--- config.mk ---
export PLATFORM = sky130hd
export DESIGN_NAME = sem_sqrt_cell
export DESIGN_NICKNAME = d
export VERILOG_FILES = /design/src/rtl/sem_pkg.sv /design/src/rtl/sem_sqrt_cell.sv
export SDC_FILE = /design/constraint.sdc
export NUM_CORES = 1
export LEC_CHECK = 0
export BUFFER_PORTS_ARGS = -buffer_cell sky130_fd_sc_hd__buf_2
export CORE_MARGIN = 2
export CORE_UTILIZATION = 43
export DETAILED_ROUTE_END_ITERATION = 10
export PLACE_DENSITY = 0.81
export SLEW_MARGIN = 40
export SYNTH_ARGS = -nofsm -noshare
export SYNTH_HDL_FRONTEND = slang
export SYNTH_SLANG_ARGS = --single-unit
--- constraint.sdc ---
create_clock -name clk -period 0.9 [get_ports clk]
set_input_delay 0.18 -clock clk [delete_from_list [all_inputs] [get_ports clk]]
set_output_delay 0.18 -clock clk [all_outputs]
set_load 0.05 [all_outputs]
--- src/rtl/sem_pkg.sv ---
package sem_pkg;

	// Field widths of the stream and configuration ports.
	localparam int PIXEL_W = 8;
	localparam int OUT_ROW_W = 12;
	localparam int OUT_COL_W = 10;
	localparam int MAG_W = 8;
	localparam int OUT_FIELDS_W = OUT_ROW_W + OUT_COL_W + MAG_W;
	localparam int OUT_TDATA_W = ((OUT_FIELDS_W + 7) / 8) * 8;
	localparam int OUT_PAD_W = OUT_TDATA_W - OUT_FIELDS_W;

	localparam int CFG_INDEX_W = 2;
	localparam int CFG_DATA_W = 13;
	localparam int FRAME_WIDTH_W = 11;
	localparam int FRAME_HEIGHT_W = 13;

	// Register indexes on the configuration channel.
	localparam logic [CFG_INDEX_W-1:0] REG_FRAME_WIDTH = 2'd0;
	localparam logic [CFG_INDEX_W-1:0] REG_FRAME_HEIGHT = 2'd1;

	localparam int RESET_FRAME_WIDTH = 640;
	localparam int RESET_FRAME_HEIGHT = 480;
	localparam int MIN_FRAME = 3;

	// One line store word holds the pixel one row up (high byte) and two rows up (low byte).
	localparam int LINE_W = 2 * PIXEL_W;
	localparam int WIN_W = 3 * PIXEL_W;

	// |gx| and |gy| never exceed 1020, the sum of squares needs one bit more than a square.
	localparam int GRAD_W = 10;
	localparam int SUMSQ_W = 2 * GRAD_W + 1;

	// Square root datapath: 8 root bits from a 16-bit radicand.
	localparam int ROOT_W = MAG_W;
	localparam int RAD_W = 2 * ROOT_W;
	localparam logic [RAD_W-1:0] RAD_MAX = '1;

	// Result slots that one input pixel can cause, in emission order.
	localparam int RES_N = 3;
	localparam int RES_INNER = 0;
	localparam int RES_RIGHT = 1;
	localparam int RES_BOTTOM = 2;

	typedef struct packed {
		logic [OUT_ROW_W-1:0] row;
		logic [OUT_COL_W-1:0] col;
		logic [RES_N-1:0] mask;
		logic interior;
	} tag_t;

	typedef struct packed {
		logic [OUT_ROW_W-1:0] row;
		logic [OUT_COL_W-1:0] col;
		logic [MAG_W-1:0] mag;
		logic last;
	} result_t;

endpackage

--- src/rtl/sem_sqrt_cell.sv ---
module sem_sqrt_cell #(
	parameter int BIT = 0
) (
	input logic clk,
	input logic arst_n,
	input logic en,
	input logic [sem_pkg::RAD_W-1:0] rem_in,
	input logic [sem_pkg::ROOT_W-1:0] root_in,
	input sem_pkg::tag_t tag_in,
	output logic [sem_pkg::RAD_W-1:0] rem_out,
	output logic [sem_pkg::ROOT_W-1:0] root_out,
	output sem_pkg::tag_t tag_out
);

	localparam int TRIAL_W = sem_pkg::RAD_W + 1;

	logic [TRIAL_W-1:0] trial;
	logic [TRIAL_W-1:0] rem_ext;
	logic fits;
	logic [sem_pkg::RAD_W-1:0] rem_q;
	logic [sem_pkg::ROOT_W-1:0] root_q;
	sem_pkg::tag_t tag_q;

	// Setting this root bit adds 2*root*b + b*b to the square.
	always_comb begin
		rem_ext = TRIAL_W'(rem_in);
		trial = (TRIAL_W'(root_in) << (BIT + 1)) + (TRIAL_W'(1) << (2 * BIT));
		fits = (rem_ext >= trial);
	end

	always_ff @(posedge clk) begin
		if (en) begin
			rem_q <= fits ? sem_pkg::RAD_W'(rem_ext - trial) : rem_in;
			root_q <= fits ? (root_in | (sem_pkg::ROOT_W'(1) << BIT)) : root_in;
		end
	end

	always_ff @(posedge clk or negedge arst_n) begin
		if (!arst_n) begin
			tag_q <= '0;
		end else if (en) begin
			tag_q <= tag_in;
		end
	end

	assign rem_out = rem_q;
	assign root_out = root_q;
	assign tag_out = tag_q;

endmodule

==> flow_metrics.env <==
export IMPL_rsz0062_at_grt="yes"
export IMPL_wl_per_cell_um=15.4
export IMPL_avgSynthCellArea_sq_um=13.5
export IMPL_grt_usage=0.200
export IMPL_start_util=0.440
export IMPL_hp_class="input port to flip-flop"
export IMPL_critPathRequiredTime_ns=0.97
export IMPL_fin_setup_tns_ns=-22.46
export IMPL_grt_max_degree=28
export IMPL_h_tree_depth=2
export IMPL_violations="negative setup slack"
export IMPL_synth_edf_count=24
export IMPL_postRouteAntennaNets=0
export IMPL_cts_sinks=50
export IMPL_ys_seq_elements=50
export IMPL_critPathCaptureType="flip-flop"
export IMPL_ys_seq_area_frac=0.569
export IMPL_cts_root_buffer_cell="clkbuf_8"
export IMPL_vdd_drop_max_v=0.000888
export IMPL_timing_hold_ws_ns=0.0575
export IMPL_most_common_layout_cells="buf_6 (64), buf_2 (48), buf_4 (43), dfrtp_2 (26), edfxtp_1 (24)"
export IMPL_slew_headroom=0.770
export IMPL_syn_area_sq_um=2410
export IMPL_die_x_um=78.9
export IMPL_crit_arrival_ns=1.93
export IMPL_final_cell_count_no_fill=411
export IMPL_cts_tree="done"
export IMPL_die_area_sq_um=6220
export IMPL_grt_pass1_vias=2069
export IMPL_diodes=0
export IMPL_clkLatencyLatePin_ns=0.30
export IMPL_postLayoutSetupSlackWorst_ns=-0.966
export IMPL_syn2layout_area_growth_pct=73.7
export IMPL_ys_types=33
export IMPL_cap_violations=0
export IMPL_synthArstFlopShare=0.520
export IMPL_drc=0
export IMPL_final_core_util=0.765
export IMPL_min_period_ns=1.87
export IMPL_drt_iter0_markers=41
export IMPL_die_h_um=78.9
export IMPL_max_freq_ghz=0.536
export IMPL_ioPinCount=103
export IMPL_vias=2005
export IMPL_core_area_sq_um=5470
export IMPL_ys_warnings_count=0
export IMPL_grt_overflow_total=0
export IMPL_power_density_nw_per_um2=1620
export IMPL_syn_inst=178
export IMPL_cts_max_path_buffers=2
export IMPL_nets=401
export IMPL_path_clk_slew_ns=0.09
export IMPL_status="complete, but fails checks"
export IMPL_hold_violations=0
export IMPL_antenna_found_initial=0
export IMPL_cellLeakagePower_nw=1.85
export IMPL_row_count=27
export IMPL_critical_path_class="input port to flip-flop"
export IMPL_grt_first_pass_wirelength_mm=9.67
export IMPL_port_buffers=102
export IMPL_skew_ns=0
export IMPL_worst_path_max_fanout=5
export IMPL_final_period_utilization=2.07
export IMPL_drive_above_1_share=0.740
export IMPL_viasPerCell=4.88
export IMPL_final_common_cell="buf_6"
export IMPL_tightestPinTransition_ns=0.342
export IMPL_drtPass1Iterations=4
export IMPL_finalMaxSlewViolations=0
export IMPL_startpoint_type="input port"
export IMPL_cts_buffers=5
export IMPL_drt_wl_total_mm=6.33
export IMPL_placed_cells=389
export IMPL_synth_ff_type="dfrtp_1"
export IMPL_gp_congestion=0.823
export IMPL_synth_net_count=241
export IMPL_hpwlAfterDp_mm=4.24
export IMPL_finalSetupViolations=74
-- repair_timing --
item                                   CTS  global route
gates cloned                             1             0
hold buffers                             1             0
setup endpoints to repair               67            96
setup buffers                            8             5
pin swaps                                3             1
resized for setup                      125            16
endpoints found under the hold margin   26             0
-- power breakdown --
| group | total (mW) | internal (mW) | switching, mW |
|---|---|---|---|
| clock network | 1.31 | 0.550 | 0.760 |
| registers | 2.84 | 2.69 | 0.146 |
| logic | 2.63 | 1.17 | 1.46 |
-- Yosys cell counts, types with 2 or more instances --
cell type  instances  area [sq um]
dfrtp_1           26           651
mux2_2            26           293
edfxtp_1          24           721
a21oi_1            9          45.0
ha_1               9           113
inv_1              9          33.8
xnor2_1            9          78.8
mux2_4             6          90.1
nor3_1             6          30.0
nor2_1             5          18.8
o21ai_0            5          25.0
xor2_1             5          43.8
a21o_1             4          30.0
clkbuf_1           3          11.3
nand2_1            3          11.3
nand3_1            3          15.0
or3_1              3          18.8
a211oi_1           2          15.0
buf_1              2          7.51
nor4b_1            2          17.5
o2111ai_1          2          17.5
o211ai_1           2          15.0
o21bai_1           2          15.0
or4_1              2          15.0
-- metal layers --
metal  share of wire  track usage  up-vias
met5               0            0        -
met4          0.0084       0.0466        0
met3           0.064       0.0386        6
met2            0.51        0.365       76
met1            0.41        0.245      947
li1                -            -      976
-- path summary, 6_finish.rpt --
kind,startpoint,endpoint,slack (ns),cells past startpoint
hold reg to reg,tag_out[24]$_DFFE_PN0P_,tag_out[24]$_DFFE_PN0P_,0.54,1
hold / removal,root_in[2],root_out[2]$_DFFE_PP_,0.06,1
setup reg to reg,tag_out[15]$_DFFE_PN0P_,tag_out[15]$_DFFE_PN0P_,-0.02,2
setup / recovery,root_in[0],rem_out[4]$_DFFE_PP_,-0.97,10
min in group asynchronous,arst_n,tag_out[16]$_DFFE_PN0P_,0.37,2
max in group asynchronous,arst_n,tag_out[6]$_DFFE_PN0P_,0.25,2
-- registers in the layout, indices dropped and copies added, names as in the netlist --
register and flops:
tag_out 26, rem_out 16, root_out 8
-- final cells by class --
type | instances | area [sq um]
inverter | 9 | 41.3
timing repair buffer | 159 | 1340
sequential | 50 | 1400
tap | 72 | 90.1
clock inverter | 3 | 20.0
fill | 334 | 1290
clock buffer | 5 | 68.8
multi-input combinational | 113 | 1220
-- cells by family after synthesis --
group	after synthesis	share of synthesized area
xor gates and xnor gates	14	0.0509
muxes	32	0.159
adders and majority gates	10	0.0550
buffers and inverters	15	0.0265
and+or+nand+nor	28	0.0633
DFF	50	0.569
AOI/OAI and AO/OA	29	0.0763
-- worst max-delay path: stages --
cell     delay (ns)
buf_8          0.11
inv_8          0.04
ha_4           0.19
ha_4           0.15
nand3_2        0.05
nor3_2         0.04
or4_4          0.48
or2_4          0.26
buf_6          0.14
mux2_4         0.29
-- per-stage QoR --
step	area [sq um]	power, mW	setup WS (ns)
3_5_place_dp	3500	4.98	-1.38
6_report	4190	6.78	-0.966
4_1_cts	4080	6.72	-0.967
3_3_place_gp	3500	4.94	-1.36
5_1_grt	4190	7.06	-0.993
2_1_floorplan	2630	4.32	-1.13
No activity file was read; power rests on OpenSTA's default activity.
