[config.mk]
export PLATFORM = sky130hd
export DESIGN_NAME = sem_emit
export DESIGN_NICKNAME = d
export VERILOG_FILES = /design/src/rtl/sem_pkg.sv /design/src/rtl/sem_emit.sv
export SDC_FILE = /design/constraint.sdc
export NUM_CORES = 1
export LEC_CHECK = 0
export BUFFER_PORTS_ARGS = -buffer_cell sky130_fd_sc_hd__buf_2
export CAP_MARGIN = 20
export CORE_MARGIN = 4
export CORE_UTILIZATION = 55
export DETAILED_ROUTE_END_ITERATION = 6
export PLACE_DENSITY_LB_ADDON = 0.05
export SETUP_SLACK_MARGIN = 0.3
export SLEW_MARGIN = 20
export SYNTH_ARGS = -nofsm -noshare
export SYNTH_HDL_FRONTEND = slang
export SYNTH_SLANG_ARGS = --single-unit
[constraint.sdc]
create_clock -name clk -period 5.1 [get_ports clk]
set_input_delay 0.255 -clock clk [delete_from_list [all_inputs] [get_ports clk]]
set_output_delay 0.255 -clock clk [all_outputs]
set_load 0.005 [all_outputs]
[src/rtl/sem_pkg.sv]
package sem_pkg;

	// Field widths of the stream and configuration ports.
	localparam int PIXEL_W = 8;
	localparam int OUT_ROW_W = 12;
	localparam int OUT_COL_W = 10;
	localparam int MAG_W = 8;
	localparam int OUT_FIELDS_W = OUT_ROW_W + OUT_COL_W + MAG_W;
	localparam int OUT_TDATA_W = ((OUT_FIELDS_W + 7) / 8) * 8;
	localparam int OUT_PAD_W = OUT_TDATA_W - OUT_FIELDS_W;

	localparam int CFG_INDEX_W = 2;
	localparam int CFG_DATA_W = 13;
	localparam int FRAME_WIDTH_W = 11;
	localparam int FRAME_HEIGHT_W = 13;

	// Register indexes on the configuration channel.
	localparam logic [CFG_INDEX_W-1:0] REG_FRAME_WIDTH = 2'd0;
	localparam logic [CFG_INDEX_W-1:0] REG_FRAME_HEIGHT = 2'd1;

	localparam int RESET_FRAME_WIDTH = 640;
	localparam int RESET_FRAME_HEIGHT = 480;
	localparam int MIN_FRAME = 3;

	// One line store word holds the pixel one row up (high byte) and two rows up (low byte).
	localparam int LINE_W = 2 * PIXEL_W;
	localparam int WIN_W = 3 * PIXEL_W;

	// |gx| and |gy| never exceed 1020, the sum of squares needs one bit more than a square.
	localparam int GRAD_W = 10;
	localparam int SUMSQ_W = 2 * GRAD_W + 1;

	// Square root datapath: 8 root bits from a 16-bit radicand.
	localparam int ROOT_W = MAG_W;
	localparam int RAD_W = 2 * ROOT_W;
	localparam logic [RAD_W-1:0] RAD_MAX = '1;

	// Result slots that one input pixel can cause, in emission order.
	localparam int RES_N = 3;
	localparam int RES_INNER = 0;
	localparam int RES_RIGHT = 1;
	localparam int RES_BOTTOM = 2;

	typedef struct packed {
		logic [OUT_ROW_W-1:0] row;
		logic [OUT_COL_W-1:0] col;
		logic [RES_N-1:0] mask;
		logic interior;
	} tag_t;

	typedef struct packed {
		logic [OUT_ROW_W-1:0] row;
		logic [OUT_COL_W-1:0] col;
		logic [MAG_W-1:0] mag;
		logic last;
	} result_t;

endpackage

[src/rtl/sem_emit.sv]
module sem_emit (
	input logic clk,
	input logic arst_n,
	input sem_pkg::tag_t tag_in,
	input logic [sem_pkg::MAG_W-1:0] mag_in,
	output logic take,
	output logic m_axis_tvalid,
	input logic m_axis_tready,
	output logic [sem_pkg::OUT_TDATA_W-1:0] m_axis_tdata,
	output logic m_axis_tlast
);

	logic [sem_pkg::RES_N-1:0] pend_q;
	logic [sem_pkg::RES_N-1:0] lowest;
	logic [sem_pkg::RES_N-1:0] rest;
	logic has;
	logic push;
	sem_pkg::tag_t hold_q;
	logic [sem_pkg::MAG_W-1:0] mag_q;
	sem_pkg::result_t item;
	logic out_valid_q;
	sem_pkg::result_t out_q;
	logic skid_valid_q;
	sem_pkg::result_t skid_q;
	logic head_free;

	// The held item gives its pending results lowest slot first.
	always_comb begin
		lowest = pend_q & (~pend_q + sem_pkg::RES_N'(1));
		rest = pend_q & ~lowest;
		has = (pend_q != '0);
		push = has && !skid_valid_q;
		take = !has || (push && (rest == '0));
		head_free = !out_valid_q || m_axis_tready;

		item.row = hold_q.row;
		item.col = hold_q.col;
		item.mag = '0;
		item.last = (rest == '0);
		if (lowest[sem_pkg::RES_INNER]) begin
			item.row = hold_q.row - sem_pkg::OUT_ROW_W'(1);
			item.col = hold_q.col - sem_pkg::OUT_COL_W'(1);
			item.mag = hold_q.interior ? mag_q : '0;
		end else if (lowest[sem_pkg::RES_RIGHT]) begin
			item.row = hold_q.row - sem_pkg::OUT_ROW_W'(1);
		end
	end

	always_ff @(posedge clk or negedge arst_n) begin
		if (!arst_n) begin
			pend_q <= '0;
		end else if (take) begin
			pend_q <= tag_in.mask;
		end else if (push) begin
			pend_q <= rest;
		end
	end

	always_ff @(posedge clk) begin
		if (take) begin
			hold_q <= tag_in;
			mag_q <= mag_in;
		end
	end

	// Output register with one skid entry behind it.
	always_ff @(posedge clk or negedge arst_n) begin
		if (!arst_n) begin
			out_valid_q <= 1'b0;
			skid_valid_q <= 1'b0;
		end else if (head_free) begin
			out_valid_q <= skid_valid_q || push;
			skid_valid_q <= 1'b0;
		end else if (push) begin
			skid_valid_q <= 1'b1;
		end
	end

	always_ff @(posedge clk) begin
		if (head_free) begin
			out_q <= skid_valid_q ? skid_q : item;
		end else if (push) begin
			skid_q <= item;
		end
	end

	assign m_axis_tvalid = out_valid_q;
	assign m_axis_tdata = {sem_pkg::OUT_PAD_W'(0), out_q.mag, out_q.col, out_q.row};
	assign m_axis_tlast = out_q.last;

	a_skid_behind_head: assert property (@(posedge clk) disable iff (!arst_n)
		skid_valid_q |-> out_valid_q)
		else $error("skid entry holds a result while the output register is empty");

	a_pend_held: assert property (@(posedge clk) disable iff (!arst_n)
		(has && !take && !push) |=> (pend_q == $past(pend_q)))
		else $error("pending results changed while emission was blocked");

	a_pend_one_less: assert property (@(posedge clk) disable iff (!arst_n)
		(push && !take) |=> ($countones(pend_q) == $countones($past(pend_q)) - 1))
		else $error("an emitted result was not retired from the pending set");

endmodule

==> parameters.txt, run 1 <==
Parameter                              Value

Clocking
  Cell chosen for the clock root ... sky130_fd_sc_hd__clkbuf_8
  Post-cts resize count ... 0
  Setup repair bufs after CTS ... 0
  CTS tree ... yes
  Clk_lat worst skew ... 350 ps
  H-tree level count ... 3
  CTS hold repair buffers ... 1
  TritonCTS Buffers ... 9
  Buffer depth of the longest clock path ... 2
  Clock sink count ... 98
  Clock transition at path regs ... 90 ps

STA
  RSZ-0062 raised after global routing ... no
  Final number of max-transition violations ... 0
  Final Hold Viols ... 0
  Total negative slack for setup checks ... 0 ps
  Final worst hold slack ... 71.94 ps
  Slew @ Worst Pin ... 1008 ps
  Relative slew slack ... 0.3257
  Tcrit/Tclk final ... 0.5489
  Maximum clock rate ... 357.2 MHz
  Final Critical Period ... 2800 ps
  Number of setup violations in the final report ... 0
  Worst-case clock skew ... 9.169 ps

Synth
  Dominant cell type by area after synthesis ... sky130_fd_sc_hd__edfxtp_1
  Share of Yosys cell area claimed by the top area cell type ... 0.6988
  Number of warning messages in the yosys log ... 0
  Number of synthesized register bits ... 98
  Number of distinct standard cells referenced by the synthesized netlist ... 42
  Combined area of all synthesized cells ... 0.003996 sq mm
  Gate Count Post-Synth ... 237
  Proportion of synthesized chip area in sequential cells ... 0.7301
  Synth top area cells ... sky130_fd_sc_hd__edfxtp_1, sky130_fd_sc_hd__mux2_2, sky130_fd_sc_hd__dfrtp_1, sky130_fd_sc_hd__xnor2_1, sky130_fd_sc_hd__xor2_1
  Per-instance average area after synthesis ... 16.86 sq um

Setup path
  Beginning of the critical path ... skid_valid_q
  Required time of the critical path ... 4850 ps
  Worst R2R Setup Slack ... 2780 ps
  List of cells traversed by the critical path ... nor2_1, nor2_1, o21ai_4, buf_2
  CP most frequent cell ... sky130_fd_sc_hd__nor2_1
  Worst r2r dst ... mag_q[3]
  Logic depth of the worst register-to-register path ... 3
  Slowest cell on the critical path ... sky130_fd_sc_hd__o21ai_4
  Largest fanout of any net on the critical path ... 32
  Data arrival at the endpoint of the critical path ... 2540 ps
  Critical Path Source Type ... register
  Type of element capturing the critical path ... output pin
  Startpoint of the worst register-to-register path ... skid_valid_q
  Worst setup path category ... reg -> out
  Delay of the slowest cell on the worst path ... 790 ps

Power and ir drop
  IR drop worst, VDD ... 0.2722 mV
  Total power divided by cell area ... 553.1 mW/mm^2
  Leak ... 0.001743 uW
  Total design power ... 2570 uW

Placed design
  Count of port buffers added during placement ... 69
  Post-detailed-placement half-perimeter wirelength ... 4309 microns
  Final weighted congestion in routability-driven placement ... 0.8174
  Placed instance area ... 0.004429 sq mm

Floorplanning
  Top-Level Pins ... 72
  Num rows ... 30
  Die Footprint ... 0.008694 sq mm
  Height of the die ... 93.24 microns
  Starting Density ... 0.5755
  Area inside the core boundary ... 0.006944 sq mm
  Width of the die ... 93.24 microns

Route
  DR iter-0 viols ... 74
  Wire length reported by the detailed router ... 6354 microns
  Drt first pass iters ... 4
  Antenna violation net count after detailed routing ... 0
  WL/cell ... 15.50 microns
  Vias ... 2114
  Detail-routed via count per cell ... 5.156
  Total DRC errors in the routed layout ... 0

Cells and area
  Final core area utilization ... 0.6692
  Antenna Cells ... 0
  Area grow syn2layout ... 16.28%
  Most common library cell in the layout ignoring fill and taps ... sky130_fd_sc_hd__edfxtp_1
  Most frequent cells in the layout ... sky130_fd_sc_hd__edfxtp_1, sky130_fd_sc_hd__buf_2, sky130_fd_sc_hd__mux2_2
  Final Cell Area ... 0.004647 sq mm
  Fraction of layout instances using a drive strength above 1 ... 0.3917
  Net total in the final layout ... 349

Global routing
  Antenna violations before repair ... 0
  Gr usage total ... 0.1601
  Number of global-route vias before repair ... 2122
  Pin count of the biggest net entering global routing ... 35
  Remaining global-route overflow ... 0
  Global-route wire length before repair ... 10540 microns

Outcome
  Status ... complete, no violations

Min path
  HP Class ... in -> reg
  Source of the worst hold timing path ... tag_in[4]
  Min-Delay Path Depth ... 1
  Endpoint of the worst hold-timing path ... hold_q[4]

Run
  Number of max-capacitance violations reported ... 0
-- worst max-delay path, delay by kind of cell, from the launching register on --
kind	cells	cell delay, ps
buffers and inverters	1	250
AO/OA/AOI/OAI	1	790
flip-flops	1	680
AND/OR/NAND/NOR	2	470
-- worst max-delay path by stage --
stage                      endpoint  slack (ps)
after floorplan           skid_q[0]        1270
after global placement         take        2760
after detailed placement       take        2650
after CTS                      take        2280
after global routing           take        2080
final                          take        2300
-- metrics by stage --
stage	worst slack, ps	std cells
floorplan	1272	238
global placement	2763	394
detailed placement	2652	394
CTS	2280	410
global route	2082	410
finish	2300	410
-- flip-flops by register name, summed over array words and instances (netlist names) --
| signal | flops |
|---|---|
| skid_q | 31 |
| m_axis_tdata | 30 |
| hold_q | 23 |
| mag_q | 8 |
| pend_q | 3 |
| m_axis_tlast | 1 |
| m_axis_tvalid | 1 |
| skid_valid_q | 1 |
-- per-layer routing --
layer  part of all wire  track usage  vias up
li1                   -            -     1037
met1               0.44       0.2175     1006
met2               0.48       0.2501       60
met3              0.055      0.03379       11
met4              0.018      0.06960        0
met5                  0            0        -
-- area by class of cell --
type	instances	area, sq um
repair buffers	72	370.4
well taps	96	120.1
flip-flops and latches	98	2918
clock inverters	5	80.08
clock buffers	10	127.6
multi-input cells	125	1016
inverters	4	15.01
fillers	496	2297
-- cell usage after synthesis --
library cell / number
sky130_fd_sc_hd__nand2_1: 9
sky130_fd_sc_hd__buf_4: 2
sky130_fd_sc_hd__buf_1: 3
sky130_fd_sc_hd__mux2_1: 1
sky130_fd_sc_hd__o31ai_1: 1
sky130_fd_sc_hd__nand4bb_1: 1
sky130_fd_sc_hd__inv_1: 4
sky130_fd_sc_hd__dfrtp_1: 5
sky130_fd_sc_hd__conb_1: 1
sky130_fd_sc_hd__o21a_1: 2
sky130_fd_sc_hd__xor2_1: 9
sky130_fd_sc_hd__o21ai_0: 7
sky130_fd_sc_hd__nor3b_2: 1
sky130_fd_sc_hd__clkbuf_8: 2
sky130_fd_sc_hd__edfxtp_1: 93
sky130_fd_sc_hd__o21bai_4: 1
sky130_fd_sc_hd__nor4_1: 3
sky130_fd_sc_hd__mux2_2: 29
sky130_fd_sc_hd__or3_4: 1
sky130_fd_sc_hd__or2_1: 2
sky130_fd_sc_hd__or3_1: 1
sky130_fd_sc_hd__nor4b_2: 2
sky130_fd_sc_hd__and3_1: 8
sky130_fd_sc_hd__nor3_1: 5
sky130_fd_sc_hd__xnor2_1: 9
sky130_fd_sc_hd__clkbuf_1: 3
sky130_fd_sc_hd__a31oi_1: 1
sky130_fd_sc_hd__nand3b_1: 1
sky130_fd_sc_hd__nand3_1: 3
sky130_fd_sc_hd__nand4b_1: 1
sky130_fd_sc_hd__clkbuf_2: 1
sky130_fd_sc_hd__nor2b_1: 3
sky130_fd_sc_hd__nor4_2: 1
sky130_fd_sc_hd__a21oi_1: 3
sky130_fd_sc_hd__or4_4: 1
sky130_fd_sc_hd__nor2_1: 8
sky130_fd_sc_hd__nand2b_1: 2
sky130_fd_sc_hd__o31a_1: 2
sky130_fd_sc_hd__mux2i_1: 1
sky130_fd_sc_hd__nor4b_1: 1
sky130_fd_sc_hd__ha_1: 2
sky130_fd_sc_hd__a21o_1: 1
-- report_power, final --
group	switching (uW)	internal (uW)
registers	168	1270
clock network	248	273
logic	326	288
total	743	1830
-- cells by family after synthesis --
group	share of synthesized area
flip-flops	0.7301
AND/OR/NAND/NOR	0.08422
multiplexers	0.08704
AO/OA/AOI/OAI	0.03068
XOR/XNOR	0.03945
buffers and inverters	0.02129
adder cells (fa/ha/maj)	0.006261
other	0.0009384
(Power assumes the default switching activity.)
==> inputs of run 2 (changes only) <==
--- a/config.mk
+++ b/config.mk
@@ -5,6 +5,7 @@
 export SDC_FILE = /design/constraint.sdc
 export NUM_CORES = 1
 export LEC_CHECK = 0
+export ABC_AREA = 1
 export BUFFER_PORTS_ARGS = -buffer_cell sky130_fd_sc_hd__buf_2
 export CAP_MARGIN = 20
 export CORE_MARGIN = 4
==> constraint.sdc (replaced) <==
create_clock -name clk -period 2.6 [get_ports clk]
set_input_delay 0.13 -clock clk [delete_from_list [all_inputs] [get_ports clk]]
set_output_delay 0.13 -clock clk [all_outputs]
set_load 0.005 [all_outputs]
==> parameters.txt, run 2 <==
Parameter                              Value

Outcome
  Status ... complete, no violations

Power and ir drop
  Part of the total power dissipated in the clock network ... 0.179 (-0.024)
  Share of total power in sequential cells ... 0.540 (-0.018)
  Comb pwr share ... 0.281 (+0.042)
  Proportion of total power due to net switching ... 0.3237 (+0.03477)
  Internal cell power ... 3456 uW (+89%)
  Switching power ... 1654 uW (+120%)
  Total power divided by cell area ... 1015 mW/mm^2 (+84%)
  IR drop worst, VDD ... 0.6219 mV (+130%)
  Leak ... 0.002158 uW (+24%)

Cells and area
  Max reg flops ... 31 (unchanged)
  Most flop-heavy register ... skid_q
  Most frequent cells in the layout ... sky130_fd_sc_hd__nand2_1, sky130_fd_sc_hd__edfxtp_1, sky130_fd_sc_hd__buf_2
  Number of fill cells in the layout ... 487 (-1.8%)
  Final Cell Area ... 0.005035 sq mm (+8.3%)
  Most common library cell in the layout ignoring fill and taps ... sky130_fd_sc_hd__nand2_1
  Fraction of layout instances using a drive strength above 1 ... 0.2293 (-0.1625)
  Final core area utilization ... 0.7250 (+0.05586)
  Area grow syn2layout ... 24.81%
  Net total in the final layout ... 492 (+41%)
  Antenna Cells ... 0 (unchanged)

STA
  Final number of max-transition violations ... 0 (unchanged)
  Tcrit/Tclk final ... 0.8145
  Final Critical Period ... 2118 ps
  Total negative slack for setup checks ... 0 ps (unchanged)
  Worst-case clock skew ... 12.23 ps (+3.057 ps)
  Final Hold Viols ... 0 (unchanged)
  Final worst setup slack ... 482.2 ps (-1818 ps)
  RSZ-0062 raised after global routing ... no
  Maximum clock rate ... 472.2 MHz
  Number of setup violations in the final report ... 0 (unchanged)

Clocking
  Clk_lat worst skew ... 350 ps (about the same)
  H-tree level count ... 3 (unchanged)
  Buffer depth of the longest clock path ... 2 (unchanged)
  TritonCTS Buffers ... 9 (unchanged)
  Setup repair bufs after CTS ... 0 (unchanged)
  Clock sink count ... 98 (unchanged)
  Cell chosen for the clock root ... sky130_fd_sc_hd__clkbuf_8
  CTS tree ... yes
  Clock transition at path regs ... 80 ps (about the same)

Route
  Antenna violation net count after detailed routing ... 0 (unchanged)
  Detail-routed via count per cell ... 4.650 (-9.8%)
  Drt first pass iters ... 4 (unchanged)
  Wire length reported by the detailed router ... 7233 microns (+14%)
  WL/cell ... 13.06 microns (-16%)
  Total DRC errors in the routed layout ... 0 (unchanged)
  DR iter-0 viols ... 121 (+64%)
  Vias ... 2576 (+22%)

Placed design
  Final weighted congestion in routability-driven placement ... 0.8862 (+8.4%)
  Setup slack at placement ... 691.6 ps (-1960 ps)
  Placed instance area ... 0.004514 sq mm (+1.9%)
  Post-detailed-placement half-perimeter wirelength ... 4997 microns (+16%)
  Count of port buffers added during placement ... 69 (unchanged)

Global routing
  Number of global-route vias before repair ... 2558 (+21%)
  Pin count of the biggest net entering global routing ... 33 (-5.7%)
  Gr usage total ... 0.1785 (+0.01844)
  Remaining global-route overflow ... 0 (unchanged)
  Global-route wire length before repair ... 12030 microns (+14%)
  Antenna violations before repair ... 0 (unchanged)

Min path
  HP Class ... in -> reg

Synth
  Leading cell type by number of instances after synthesis ... sky130_fd_sc_hd__nand2_1
  Most instantiated cells after synthesis ... sky130_fd_sc_hd__nand2_1, sky130_fd_sc_hd__edfxtp_1, sky130_fd_sc_hd__inv_1, sky130_fd_sc_hd__nor2_1, sky130_fd_sc_hd__nand3_1
  Gate Count Post-Synth ... 342 (+44%)
  Number of warning messages in the yosys log ... 0 (unchanged)
  Most instantiated flip-flop cell in the synthesis netlist ... sky130_fd_sc_hd__edfxtp_1
  Combined area of all synthesized cells ... 0.004034 sq mm (+0.94%)
  Post-synth EDFFs ... 93 (unchanged)
  Proportion of synthesized chip area in sequential cells ... 0.7233 (-0.006794)
  Dominant cell type by area after synthesis ... sky130_fd_sc_hd__edfxtp_1
  Per-instance average area after synthesis ... 11.79 sq um (-30%)
  Share of Yosys cell area claimed by the top area cell type ... 0.6923 (-0.006503)
  Synth top area cells ... sky130_fd_sc_hd__edfxtp_1, sky130_fd_sc_hd__nand2_1, sky130_fd_sc_hd__dfrtp_1, sky130_fd_sc_hd__inv_1, sky130_fd_sc_hd__nor2_1
  Number of distinct standard cells referenced by the synthesized netlist ... 29 (-31%)
  Proportion of synthesized flip-flops having asynchronous set or reset ... 0.05102 (unchanged)
  Number of synthesized register bits ... 98 (unchanged)

Floorplanning
  Top-Level Pins ... 72 (unchanged)
  Starting Density ... 0.5809 (+0.005405)
  Area inside the core boundary ... 0.006944 sq mm (unchanged)
  Width of the die ... 93.64 microns (+0.43%)
  Height of the die ... 93.64 microns (+0.43%)
  Die Footprint ... 0.008768 sq mm (+0.86%)
  Num rows ... 30 (unchanged)

Setup path
  Worst setup path category ... reg -> out
  Largest fanout of any net on the critical path ... 26 (-19%)
  Critical Path Source Type ... register
  Type of element capturing the critical path ... output pin
  Data arrival at the endpoint of the critical path ... 1990 ps (-550 ps)
  Worst R2R Setup Slack ... 810 ps (-1970 ps)
  Required time of the critical path ... 2470 ps (-2380 ps)

Run
  Number of max-capacitance violations reported ... 0 (unchanged)
run 2: cell count changes after synthesis, moves of 4 or more:
cell and delta:
sky130_fd_sc_hd__inv_1 +28, sky130_fd_sc_hd__xnor2_1 -5, sky130_fd_sc_hd__mux2_2 -29, sky130_fd_sc_hd__nor2_2 +4
sky130_fd_sc_hd__nand2_1 +110, sky130_fd_sc_hd__nor2_1 +19, sky130_fd_sc_hd__and3_1 -8, sky130_fd_sc_hd__xor2_1 -7
sky130_fd_sc_hd__nor3_1 -4, sky130_fd_sc_hd__nand3_1 +8
run 2: layout make-up:
class                   instances  area (sq um)  area share
flip-flops and latches         98          2919      0.5798
multi-input cells             202         958.4      0.1904
well taps                      96         120.1     0.02386
repair buffers                108         724.4      0.1439
inverters                      34         127.6     0.02535
clock inverters                 6         57.56     0.01143
clock buffers                  10         127.6     0.02535
run 2: timing repair:
action	in CTS	in global routing
hold endpoints to repair	37	0
gates resized for setup	0	2
hold buffers	33	0
endpoints found under the setup margin	0	1
run 2: layer usage:
metal | GRT usage | vias to the layer above | wire (microns)
met2 | 0.2918 | 76 | 3518
met3 | 0.04586 | 2 | 425
met1 | 0.2397 | 1155 | 3257
li1 | - | 1343 | -
met4 | 0.04693 | 0 | 33
met5 | 0 | - | 0
run 2: per-stage QoR:
stage	total power, uW	std cells	hold slack, ps
4_1_cts	5151	554	7.437
6_report	5111	554	9.154
2_1_floorplan	3663	343	-165.6
3_5_place_dp	4202	505	-40.37
3_3_place_gp	4163	505	-38.86
5_1_grt	5482	554	34.84
run 2: cells by family (layout without fill, tap and decap cells):
kind of cell,Yosys count,in the layout,synth area share
and+or+nand+nor,175,175,0.1880
DFF,98,98,0.7233
buffers and inverters,43,158,0.04280
AOI/OAI and AO/OA,16,16,0.02171
xor gates and xnor gates,7,7,0.01706
adders and majority gates,2,2,0.006202
other,1,2,0.0009296
run 2: critical path, cell delays in order, from the launching register on:
cell and delay (ps):
sky130_fd_sc_hd__dfrtp_1 480, sky130_fd_sc_hd__inv_2 150, sky130_fd_sc_hd__nand2_4 110, sky130_fd_sc_hd__nor2_1 260, sky130_fd_sc_hd__inv_1 100, sky130_fd_sc_hd__nand2_1 120, sky130_fd_sc_hd__buf_6 240, sky130_fd_sc_hd__buf_2 160
run 2: power by group through the flow:
stage,sequential (uW),clock (uW),combinational (uW)
2_1_floorplan,2750,0,911
3_3_place_gp,2780,0,1380
3_5_place_dp,2790,0,1410
4_1_cts,2760,940,1450
5_1_grt,2820,1020,1650
6_report,2760,916,1440
run 2: worst paths after layout:
check	depth (start not counted)	start	to
max in group asynchronous	2	arst_n	skid_valid_q
min reg2reg	2	skid_q[21]	m_axis_tdata[2]
max	7	pend_q[0]	take
max reg2reg	6	pend_q[0]	hold_q[6]
min	3	tag_in[1]	pend_q[0]
min in group asynchronous	2	arst_n	pend_q[2]
==> inputs of run 3 (changes only) <==
--- a/config.mk
+++ b/config.mk
@@ -9,7 +9,7 @@
 export BUFFER_PORTS_ARGS = -buffer_cell sky130_fd_sc_hd__buf_2
 export CAP_MARGIN = 20
 export CORE_MARGIN = 4
-export CORE_UTILIZATION = 55
+export CORE_UTILIZATION = 50
 export DETAILED_ROUTE_END_ITERATION = 6
 export PLACE_DENSITY_LB_ADDON = 0.05
 export SETUP_SLACK_MARGIN = 0.3
==> constraint.sdc (replaced) <==
create_clock -name clk -period 1.91 [get_ports clk]
set_input_delay 0.0955 -clock clk [delete_from_list [all_inputs] [get_ports clk]]
set_output_delay 0.0955 -clock clk [all_outputs]
set_load 0.005 [all_outputs]
==> parameters.txt, run 3 (same netlist as run 2, synthesis figures left out) <==
Parameter                              Value

Floorplanning
  Num rows ... 32 (+6.7%)
  Starting Density ... 0.5193 (-0.06157)
  Die Footprint ... 0.009569 sq mm (+9.1%)
  Height of the die ... 97.82 microns (+4.5%)
  Width of the die ... 97.82 microns (+4.5%)
  Top-Level Pins ... 72 (unchanged)
  Area inside the core boundary ... 0.007767 sq mm (+12%)

Setup path
  Logic depth of the worst register-to-register path ... 11 (+5)
  Critical Path Source Type ... register
  Type of element capturing the critical path ... register
  Worst setup path category ... reg -> reg
  Required time of the critical path ... 2040 ps (-430 ps)
  Data arrival at the endpoint of the critical path ... 1710 ps (-280 ps)
  Largest fanout of any net on the critical path ... 4 (-85%)

Route
  Detail-routed via count per cell ... 4.602 (-1.0%)
  WL/cell ... 13.61 microns (+4.3%)
  Wire length reported by the detailed router ... 7840 microns (+8.4%)
  Total DRC errors in the routed layout ... 0 (unchanged)
  Vias ... 2651 (+2.9%)
  Drt first pass iters ... 4 (unchanged)
  DR iter-0 viols ... 161 (+33%)
  Antenna violation net count after detailed routing ... 0 (unchanged)

Global routing
  Gr usage total ... 0.1724 (-0.006145)
  Antenna violations before repair ... 0 (unchanged)
  Global-route wire length before repair ... 12720 microns (+5.7%)
  Pin count of the biggest net entering global routing ... 33 (unchanged)
  Remaining global-route overflow ... 0 (unchanged)
  Number of global-route vias before repair ... 2626 (+2.7%)

STA
  Maximum clock rate ... 633.2 MHz
  Final Hold Viols ... 0 (unchanged)
  Tcrit/Tclk final ... 0.8269
  RSZ-0062 raised after global routing ... yes
  Final number of max-transition violations ... 0 (unchanged)
  Number of setup violations in the final report ... 0 (unchanged)
  Final Critical Period ... 1579 ps
  Worst-case clock skew ... 11.09 ps (-1.136 ps)

Run
  Number of max-capacitance violations reported ... 0 (unchanged)

Cells and area
  Antenna Cells ... 0 (unchanged)
  Most frequent cells in the layout ... sky130_fd_sc_hd__nand2_1, sky130_fd_sc_hd__edfxtp_1, sky130_fd_sc_hd__buf_2
  Most common library cell in the layout ignoring fill and taps ... sky130_fd_sc_hd__nand2_1
  Final Cell Area ... 0.005293 sq mm (+5.1%)
  Most flop-heavy register ... skid_q
  Area grow syn2layout ... 31.20%
  Max reg flops ... 31 (unchanged)
  Fraction of layout instances using a drive strength above 1 ... 0.2869 (+0.05766)
  Net total in the final layout ... 508 (+3.3%)

Placed design
  Post-detailed-placement half-perimeter wirelength ... 4935 microns (-1.2%)
  Count of port buffers added during placement ... 69 (unchanged)
  Final weighted congestion in routability-driven placement ... 0.7861 (-11%)
  Placed instance area ... 0.004546 sq mm (+0.69%)

Clocking
  Clock sink count ... 98 (unchanged)
  H-tree level count ... 3 (unchanged)
  Buffer depth of the longest clock path ... 2 (unchanged)
  TritonCTS Buffers ... 9 (unchanged)
  Clk_lat worst skew ... 360 ps (about the same)
  Cell chosen for the clock root ... sky130_fd_sc_hd__clkbuf_8
  Clock transition at path regs ... 100 ps (+20 ps)
  CTS tree ... yes

Power and ir drop
  Leak ... 0.002253 uW (+4.4%)
  IR drop worst, VDD ... 0.6562 mV (+5.5%)
  Total design power ... 7611 uW (+49%)
  Total power divided by cell area ... 1438 mW/mm^2 (+42%)

Min path
  Min-Delay Path Depth ... 4 (+1)
  HP Class ... in -> reg

Outcome
  Status ... complete, no violations
run 3: cell count changes in the layout (fill, tap and decap cells not counted), sizes merged:
cell / delta
buf: +13
dlygate4sd3: +2
bufinv: +1
clkinv: -1
nand2: +1
run 3: final timing paths:
| check | start | endpoint | slack, ps |
|---|---|---|---|
| min in group asynchronous | arst_n | pend_q[1] | 90 |
| min reg2reg | skid_q[17] | m_axis_tdata[20] | 520 |
| min | m_axis_tready | skid_valid_q | 40 |
| max reg2reg | hold_q[5] | m_axis_tdata[20] | 330 |
| max in group asynchronous | arst_n | pend_q[0] | 1670 |
| max | hold_q[5] | m_axis_tdata[20] | 330 |
run 3: critical path, cell delays in order, from the launching register on:
cell and delay (ps):
sky130_fd_sc_hd__edfxtp_1 440, sky130_fd_sc_hd__inv_1 100, sky130_fd_sc_hd__ha_2 180, sky130_fd_sc_hd__nand2_2 80, sky130_fd_sc_hd__nor2_4 120, sky130_fd_sc_hd__inv_2 70, sky130_fd_sc_hd__nor2_4 90, sky130_fd_sc_hd__nand2_1 50
sky130_fd_sc_hd__nand2_1 50, sky130_fd_sc_hd__nand2_1 70, sky130_fd_sc_hd__nand2_1 60, sky130_fd_sc_hd__nand2_1 40
run 3: final cells by class:
type | instances | area (sq um)
fillers | 608 | 2475
clock buffers | 10 | 127.6
repair buffers | 123 | 844.6
inverters | 34 | 136.4
multi-input cells | 203 | 1047
clock inverters | 6 | 90.09
well taps | 102 | 127.6
flip-flops and latches | 98 | 2919
run 3: metal layers:
layer  global-route usage  vias up  wire, microns
li1                     -     1380              -
met1               0.2292     1196           3530
met2               0.2832       65           3811
met3              0.03929       10            384
met4              0.05431        0            113
met5                    0        -              0
run 3: power breakdown:
part	internal, uW	switching (uW)
sequential	3420	317
combinational	934	1500
clock	743	696
run 3: per-stage QoR:
stage	TNS (ps)	utilization	cells	setup slack, ps	hold slack (ps)
2_1_floorplan	-9479	-	343	-305.8	-200.1
3_3_place_gp	0	0.5852	512	222.2	-77.39
3_5_place_dp	0	0.5852	512	168.8	-75.80
4_1_cts	0	0.6682	570	300.8	13.91
5_1_grt	0	0.6814	576	184.3	49.13
6_report	0	0.6814	576	330.6	37.15
run 3: repair_timing:
| action | in CTS | in global routing |
|---|---|---|
| cloned | 1 | 0 |
| hold buffers | 35 | 0 |
| hold endpoints to repair | 39 | 0 |
| pin swaps | 1 | 6 |
| setup endpoints to repair | 57 | 11 |
| resized for setup | 8 | 19 |
| buffers inserted | 6 | 6 |
